--- src/hdl/rsce_pkg.sv ---
// shared types, constants and helpers of the rsc encoder with tail
package rsce_pkg;

    localparam int STATE_BITS = 8;
    localparam int LEN_W      = 4;
    localparam int TAPS_W     = 8;
    localparam int IDX_W      = 8;
    localparam int DATA_W     = 8;

    localparam logic [TAPS_W-1:0] TAPS_RESET = 8'd123;
    localparam logic [LEN_W-1:0]  K_RESET    = 4'd7;

    localparam logic [IDX_W-1:0] CFG_IDX_TAPS = 8'd0;
    localparam logic [IDX_W-1:0] CFG_IDX_K    = 8'd1;

    typedef struct packed {
        logic [TAPS_W-1:0] taps;
        logic [LEN_W-1:0]  mem_len;
    } cfg_t;

    typedef struct packed {
        logic data_bit;
        logic end_of_message;
    } in_item_t;

    typedef struct packed {
        logic code_bit;
        logic is_tail;
        logic last_of_block;
    } out_item_t;

    // low mem_len bits set, mem_len in 1..STATE_BITS
    function automatic logic [STATE_BITS-1:0] state_mask(input logic [LEN_W-1:0] mem_len);
        logic [STATE_BITS-1:0] ones;
        logic [LEN_W-1:0]      sh;
        ones = '1;
        sh   = LEN_W'(STATE_BITS) - mem_len;
        return ones >> sh;
    endfunction

endpackage

--- src/hdl/rsce_cfg.sv ---
// configuration registers and memory length decode
module rsce_cfg
(
    input  logic                     clk,
    input  logic                     rst_n,
    input  logic                     cfg_valid,
    output logic                     cfg_ready,
    input  logic [rsce_pkg::IDX_W-1:0]  cfg_index,
    input  logic [rsce_pkg::DATA_W-1:0] cfg_data,
    output rsce_pkg::cfg_t           cfg
);
    import rsce_pkg::*;

    logic [TAPS_W-1:0] taps_reg;
    logic [LEN_W-1:0]  k_reg;
    logic [LEN_W-1:0]  mem_len;

    assign cfg_ready = 1'b1;

    always_ff @(posedge clk or negedge rst_n)
    begin
        if (!rst_n)
        begin
            taps_reg <= TAPS_RESET;
            k_reg    <= K_RESET;
        end
        else if (cfg_valid && cfg_ready)
        begin
            if (cfg_index == CFG_IDX_TAPS)
            begin
                taps_reg <= cfg_data[TAPS_W-1:0];
            end
            else if (cfg_index == CFG_IDX_K)
            begin
                k_reg <= cfg_data[LEN_W-1:0];
            end
        end
    end

    // saturate k-1 to 1..STATE_BITS
    always_comb
    begin
        if (k_reg < LEN_W'(2))
        begin
            mem_len = LEN_W'(1);
        end
        else if (k_reg - LEN_W'(1) > LEN_W'(STATE_BITS))
        begin
            mem_len = LEN_W'(STATE_BITS);
        end
        else
        begin
            mem_len = k_reg - LEN_W'(1);
        end
    end

    assign cfg.taps    = taps_reg;
    assign cfg.mem_len = mem_len;

endmodule

--- src/hdl/rsce_in_reg.sv ---
// input holding register for one request
module rsce_in_reg
(
    input  logic                        clk,
    input  logic                        rst_n,
    input  logic                        s_axis_tvalid,
    output logic                        s_axis_tready,
    input  logic [rsce_pkg::DATA_W-1:0] s_axis_tdata,
    input  logic                        s_axis_tlast,
    input  logic                        consume,
    output logic                        item_valid,
    output rsce_pkg::in_item_t          item
);
    import rsce_pkg::*;

    logic     valid_reg;
    logic     valid_next;
    in_item_t item_reg;
    logic     accept;

    assign s_axis_tready = !valid_reg || consume;
    assign accept        = s_axis_tvalid && s_axis_tready;

    always_comb
    begin
        valid_next = valid_reg;
        if (consume)
        begin
            valid_next = 1'b0;
        end
        if (accept)
        begin
            valid_next = 1'b1;
        end
    end

    always_ff @(posedge clk or negedge rst_n)
    begin
        if (!rst_n)
        begin
            valid_reg <= 1'b0;
        end
        else
        begin
            valid_reg <= valid_next;
        end
    end

    always_ff @(posedge clk)
    begin
        if (accept)
        begin
            item_reg.data_bit       <= s_axis_tdata[0];
            item_reg.end_of_message <= s_axis_tlast;
        end
    end

    assign item_valid = valid_reg;
    assign item       = item_reg;

endmodule

--- src/hdl/rsce_core.sv ---
// shift state, tail counter and result register
module rsce_core
(
    input  logic               clk,
    input  logic               rst_n,
    input  rsce_pkg::cfg_t     cfg,
    input  logic               item_valid,
    input  rsce_pkg::in_item_t item,
    output logic               consume,
    output logic               out_valid,
    input  logic               out_ready,
    output rsce_pkg::out_item_t out_item
);
    import rsce_pkg::*;

    logic [STATE_BITS-1:0] state_reg;
    logic [STATE_BITS-1:0] state_next;
    logic [LEN_W-1:0]      tail_cnt_reg;
    logic [LEN_W-1:0]      tail_cnt_next;
    logic                  out_valid_reg;
    logic                  out_valid_next;
    out_item_t             out_item_reg;
    out_item_t             out_item_next;

    logic [STATE_BITS-1:0] mask;
    logic [STATE_BITS-1:0] st;
    logic                  par;
    logic                  fb;
    logic                  out_load;
    logic                  tail_active;

    assign mask        = state_mask(cfg.mem_len);
    assign st          = state_reg & mask;
    assign par         = ^(st & cfg.taps[STATE_BITS-1:0]);
    assign fb          = item.data_bit ^ par;
    assign out_load    = !out_valid_reg || out_ready;
    assign tail_active = (tail_cnt_reg != '0);
    assign consume     = item_valid && !tail_active && out_load;

    always_comb
    begin
        state_next     = state_reg;
        tail_cnt_next  = tail_cnt_reg;
        out_valid_next = out_valid_reg;
        out_item_next  = out_item_reg;
        if (out_load)
        begin
            out_valid_next = 1'b0;
        end
        if (out_load && tail_active)
        begin
            out_item_next.code_bit      = par;
            out_item_next.is_tail       = 1'b1;
            out_item_next.last_of_block = (tail_cnt_reg == LEN_W'(1));
            out_valid_next              = 1'b1;
            state_next                  = st >> 1;
            tail_cnt_next               = tail_cnt_reg - LEN_W'(1);
        end
        else if (consume)
        begin
            out_item_next.code_bit      = item.data_bit;
            out_item_next.is_tail       = 1'b0;
            out_item_next.last_of_block = 1'b0;
            out_valid_next              = 1'b1;
            state_next = ((st >> 1) | (STATE_BITS'(fb) << (cfg.mem_len - LEN_W'(1)))) & mask;
            tail_cnt_next = item.end_of_message ? cfg.mem_len : '0;
        end
    end

    always_ff @(posedge clk or negedge rst_n)
    begin
        if (!rst_n)
        begin
            state_reg     <= '0;
            tail_cnt_reg  <= '0;
            out_valid_reg <= 1'b0;
        end
        else
        begin
            state_reg     <= state_next;
            tail_cnt_reg  <= tail_cnt_next;
            out_valid_reg <= out_valid_next;
        end
    end

    always_ff @(posedge clk)
    begin
        out_item_reg <= out_item_next;
    end

    assign out_valid = out_valid_reg;
    assign out_item  = out_item_reg;

endmodule

--- src/hdl/rsc_encoder_with_tail_unit.sv ---
// top level of the rsc encoder with tail
//
// channel   dir  handshake                      payload
// s_axis    in   s_axis_tvalid / s_axis_tready  tdata[0] data_bit, tlast end_of_message
// m_axis    out  m_axis_tvalid / m_axis_tready  tdata[0] code_bit, tuser[0] is_tail,
//                                               tlast last_of_block
// cfg       in   cfg_valid / cfg_ready          cfg_index, cfg_data
//
// one request per cycle unless a tail is pending or m_axis stalls; a request with tlast is
// followed by m tail results, m = k-1 held to 1..8, one per cycle unless stalled, during
// which no request leaves the input register; requests pass the input and then the result
// register; an empty input register takes a request while a result waits on m_axis; reset
// clears the shift state, the tail counter and both valid flags; cfg_ready stays high
module rsc_encoder_with_tail_unit
(
    input  logic                        clk,
    input  logic                        rst_n,
    input  logic                        s_axis_tvalid,
    output logic                        s_axis_tready,
    input  logic [rsce_pkg::DATA_W-1:0] s_axis_tdata,   // [0] data_bit, rest zero
    input  logic                        s_axis_tlast,
    output logic                        m_axis_tvalid,
    input  logic                        m_axis_tready,
    output logic [rsce_pkg::DATA_W-1:0] m_axis_tdata,   // [0] code_bit, rest zero
    output logic                        m_axis_tlast,
    output logic [0:0]                  m_axis_tuser,   // [0] is_tail
    input  logic                        cfg_valid,
    output logic                        cfg_ready,
    input  logic [rsce_pkg::IDX_W-1:0]  cfg_index,
    input  logic [rsce_pkg::DATA_W-1:0] cfg_data
);
    import rsce_pkg::*;

    cfg_t      cfg;
    logic      consume;
    logic      item_valid;
    in_item_t  item;
    out_item_t out_item;

    rsce_cfg u_cfg
    (
        .clk       (clk),
        .rst_n     (rst_n),
        .cfg_valid (cfg_valid),
        .cfg_ready (cfg_ready),
        .cfg_index (cfg_index),
        .cfg_data  (cfg_data),
        .cfg       (cfg)
    );

    rsce_in_reg u_in_reg
    (
        .clk           (clk),
        .rst_n         (rst_n),
        .s_axis_tvalid (s_axis_tvalid),
        .s_axis_tready (s_axis_tready),
        .s_axis_tdata  (s_axis_tdata),
        .s_axis_tlast  (s_axis_tlast),
        .consume       (consume),
        .item_valid    (item_valid),
        .item          (item)
    );

    rsce_core u_core
    (
        .clk        (clk),
        .rst_n      (rst_n),
        .cfg        (cfg),
        .item_valid (item_valid),
        .item       (item),
        .consume    (consume),
        .out_valid  (m_axis_tvalid),
        .out_ready  (m_axis_tready),
        .out_item   (out_item)
    );

    assign m_axis_tdata = {{(DATA_W-1){1'b0}}, out_item.code_bit};
    assign m_axis_tuser = out_item.is_tail;
    assign m_axis_tlast = out_item.last_of_block;

endmodule

--- config.mk ---
export PLATFORM = sky130hd
export DESIGN_NAME = rsc_encoder_with_tail_unit
export DESIGN_NICKNAME = d
export VERILOG_FILES = /design/src/hdl/rsce_pkg.sv /design/src/hdl/rsce_cfg.sv /design/src/hdl/rsce_in_reg.sv /design/src/hdl/rsce_core.sv /design/src/hdl/rsc_encoder_with_tail_unit.sv
export SDC_FILE = /design/constraint.sdc
export NUM_CORES = 1
export LEC_CHECK = 0
export BUFFER_PORTS_ARGS = -buffer_cell sky130_fd_sc_hd__buf_2
export CORE_MARGIN = 10
export CORE_UTILIZATION = 30
export CTS_CLUSTER_SIZE = 20
export DETAILED_ROUTE_END_ITERATION = 8
export PLACE_DENSITY = 0.53
export SLEW_MARGIN = 30
export SYNTH_ARGS = -nofsm -noshare
export SYNTH_HDL_FRONTEND = slang
export SYNTH_SLANG_ARGS = --single-unit
--- constraint.sdc ---
create_clock -name clk -period 4.2 [get_ports clk]
set_input_delay 0.42 -clock clk [delete_from_list [all_inputs] [get_ports clk]]
set_output_delay 0.42 -clock clk [all_outputs]
set_load 0.01 [all_outputs]
==> flow_metrics.tcl <==
set metrics [dict create \
    hold_viol_final 0 \
    drc_errors 0 \
    clockBufferDepth 2 \
    cts_resized 0 \
    fin_skew_ns 0.00708 \
    via_per_inst 4.88 \
    ctsHoldBuffers 0 \
    period_share_pct 88.6 \
    wirelength_um 4370 \
    setup_tns_ns 0 \
    grt_first_pass_wirelength_um 7110 \
    yosysSeqAreaShare_pct 41.3 \
    clkLatencyLatePin_ns 0.28 \
    ant_nets 0 \
    avgSynthCellArea_um2 9.76 \
    startpoint_type "flip-flop" \
    rsz0062_at_grt "false" \
    grt_overflow 0 \
    ys.flop_type "dfrtp_1" \
    worstSetupEndpointType "flip-flop" \
    cts_tree "built" \
    die_area_um2 10100 \
    timing.slew.headroom_pct 55.5 \
    syn_inst 199 \
    rows 29 \
    yosysMostFrequentCell "nand2_1" \
    start_util_pct 30.8 \
    async_flop_share_pct 83.9 \
    hpwlAfterDp_um 3360 \
    yosys_warnings 0 \
    synth_top_cell_by_area "dfrtp_1" \
    yosys-top-cells-area "dfrtp_1 22%, dfstp_2 12%, mux2_2 7.0%" \
    yosysUniqueCellTypes 50 \
    cts_setup_buffers 0 \
    die_y_um 100 \
    pre_cts_ws_ns 0.446 \
    outcome "finished clean" \
    area_growth_pct 13.8 \
    p_leak_nw 0.941 \
    io_pins 43 \
    holdWs_ns 0.151 \
    cts.sinks 31 \
    gp_congestion 0.752 \
    clkTransAtPathRegs_ns 0.06 \
    root_buffer "clkbuf_8" \
    cp_max_fo 13 \
    cp.required_ns 4.37 \
    period_minus_slack_ns 3.72 \
    grt_max_degree 27 \
    vias 1499 \
    fill_cells 663 \
    setup_viol 0 \
    power_uw 862 \
    antenna_found_initial 0 \
    cp.arrival_ns 3.89 \
    worst_pin_slew_ns 0.664 \
    io_buffers 27 \
    crit_type "flip-flop to flip-flop" \
    final_nets 267 \
    die_w_um 100 \
    synth_top_area_share_pct 21.9 \
    ir_drop_v 0.000200 \
    hold_path.class "input pin to async pin" \
    core_area_um2 6310 \
    power_density_nw_per_um2 390 \
    drive_gt1_share_pct 27.4 \
    synth_common_cells "26 x nand2_1, 17 x dfrtp_1, 12 x mux2_2, 11 x a21oi_1" \
    synth_edf_count 4 \
    slew_violations 0 \
    syn-cell-area_um2 1940 \
    maxCapViolations 0 \
    first_pass_iters 4 \
    wl_per_cell_um 14.2 \
    cts_inserted_buffers 5 \
    antennaDiodeCount 0 \
    grtUsageTotal_pct 8.70 \
    fin_ws_ns 0.480 \
    dr.first_iter.drc_count 74 \
    ys_ff_latch 31 \
    htreeDepth 2 \
    grt_pass1_vias 1499 \
    clock.fmax_mhz 269 \
]
==> metal layers <==
layer	part of all wire, %	track usage (%)	up-vias	wire length, um
met5	0	0	-	0
met4	0.98	2.61	0	43
met3	3.6	2.47	6	157
met2	50	15.2	19	2180
met1	45	9.98	723	1980
li1	-	-	751	-
==> layout by cell type, fill, tap and decap left out, drive strengths merged, types with 2 or more instances in the layout <==
master	synthesis	layout
dfrtp	17	17
o211ai	2	2
nor4b	2	2
o221ai	2	2
o32ai	2	2
edfxtp	4	4
inv	11	11
ha	8	8
dfstp	9	9
o31ai	3	3
xnor3	2	2
a21oi	11	11
conb	2	8
a21boi	2	2
mux2	13	13
xnor2	4	4
nor2	11	11
nand2b	6	6
buf	11	30
o21ai	9	9
mux2i	2	2
clkbuf	2	8
nand3	7	7
nand2	26	26
nor3b	2	2
and3	3	3
nor3	6	6
nand3b	5	5
a311oi	2	2
==> metrics by stage <==
| step | instances | util, % | instance area [um2] |
|---|---|---|---|
| after floorplan | 205 | - | 1970 |
| after global placement | 299 | 33.8 | 2130 |
| after detailed placement | 299 | 33.8 | 2130 |
| after CTS | 307 | 35.0 | 2210 |
| after global routing | 307 | 35.0 | 2210 |
| final | 307 | 35.0 | 2210 |
==> path summary, 6_finish.rpt <==
| kind | startpoint | to | slack, ns | depth (start not counted) |
|---|---|---|---|---|
| max | u_cfg.k_reg[0]$_DFFE_PN1P_ | u_core.state_reg[0]$_DFFE_PN0P_ | 0.48 | 15 |
| min | rst_n | u_core.out_valid$_DFFE_PN0P_ | 0.15 | 1 |
| max reg2reg | u_cfg.k_reg[0]$_DFFE_PN1P_ | u_core.state_reg[0]$_DFFE_PN0P_ | 0.48 | 15 |
| min reg2reg | u_core.out_item[1]$_SDFFE_PP1P_ | u_core.out_item[1]$_SDFFE_PP1P_ | 0.44 | 2 |
| max in group asynchronous | rst_n | u_core.state_reg[7]$_DFFE_PN0P_ | 3.65 | 1 |
| min in group clk | s_axis_tlast | u_in_reg.item[0]$_DFFE_PP_ | 0.31 | 1 |
==> final cells by class <==
| cell class | count | area, um2 | area share [%] |
|---|---|---|---|
| Multi-Input combinational cell | 150 | 1030 | 46.8 |
| Sequential cell | 31 | 802 | 36.3 |
| Clock buffer | 8 | 80.1 | 3.62 |
| Tap cell | 77 | 96.3 | 4.36 |
| Inverter | 11 | 41.3 | 1.87 |
| Timing Repair Buffer | 30 | 158 | 7.13 |
==> critical path, stage by stage, from the launching register on <==
cell and delay [ns]:
dfstp_2 0.58, inv_1 0.08, ha_1 0.26, nand2_1 0.08, a311oi_1 0.08, o21ai_1 0.16, ha_1 0.21, inv_1 0.05
ha_1 0.51, and3_1 0.26, nand2_1 0.08, xnor3_1 0.39, xnor2_1 0.31, nor2_4 0.06, xnor2_1 0.16, o41ai_2 0.33
==> kinds of logic after synthesis <==
logic type	count (synthesis)	share of synthesized area, %
other cells	2	0.386
compound gates	38	13.3
flops	31	41.3
simple gates	74	19.6
fa+ha+maj	8	5.15
xor+xnor	7	4.96
mux	15	8.76
buf+inv	24	6.63
==> power by group <==
part | total, mW | internal, mW | leakage [nW] | switching (mW)
registers | 0.398 | 0.355 | 0.359 | 0.0433
logic | 0.245 | 0.104 | 0.542 | 0.141
clock network | 0.219 | 0.117 | 0.0395 | 0.102
Power figures use the tool's default switching activity.
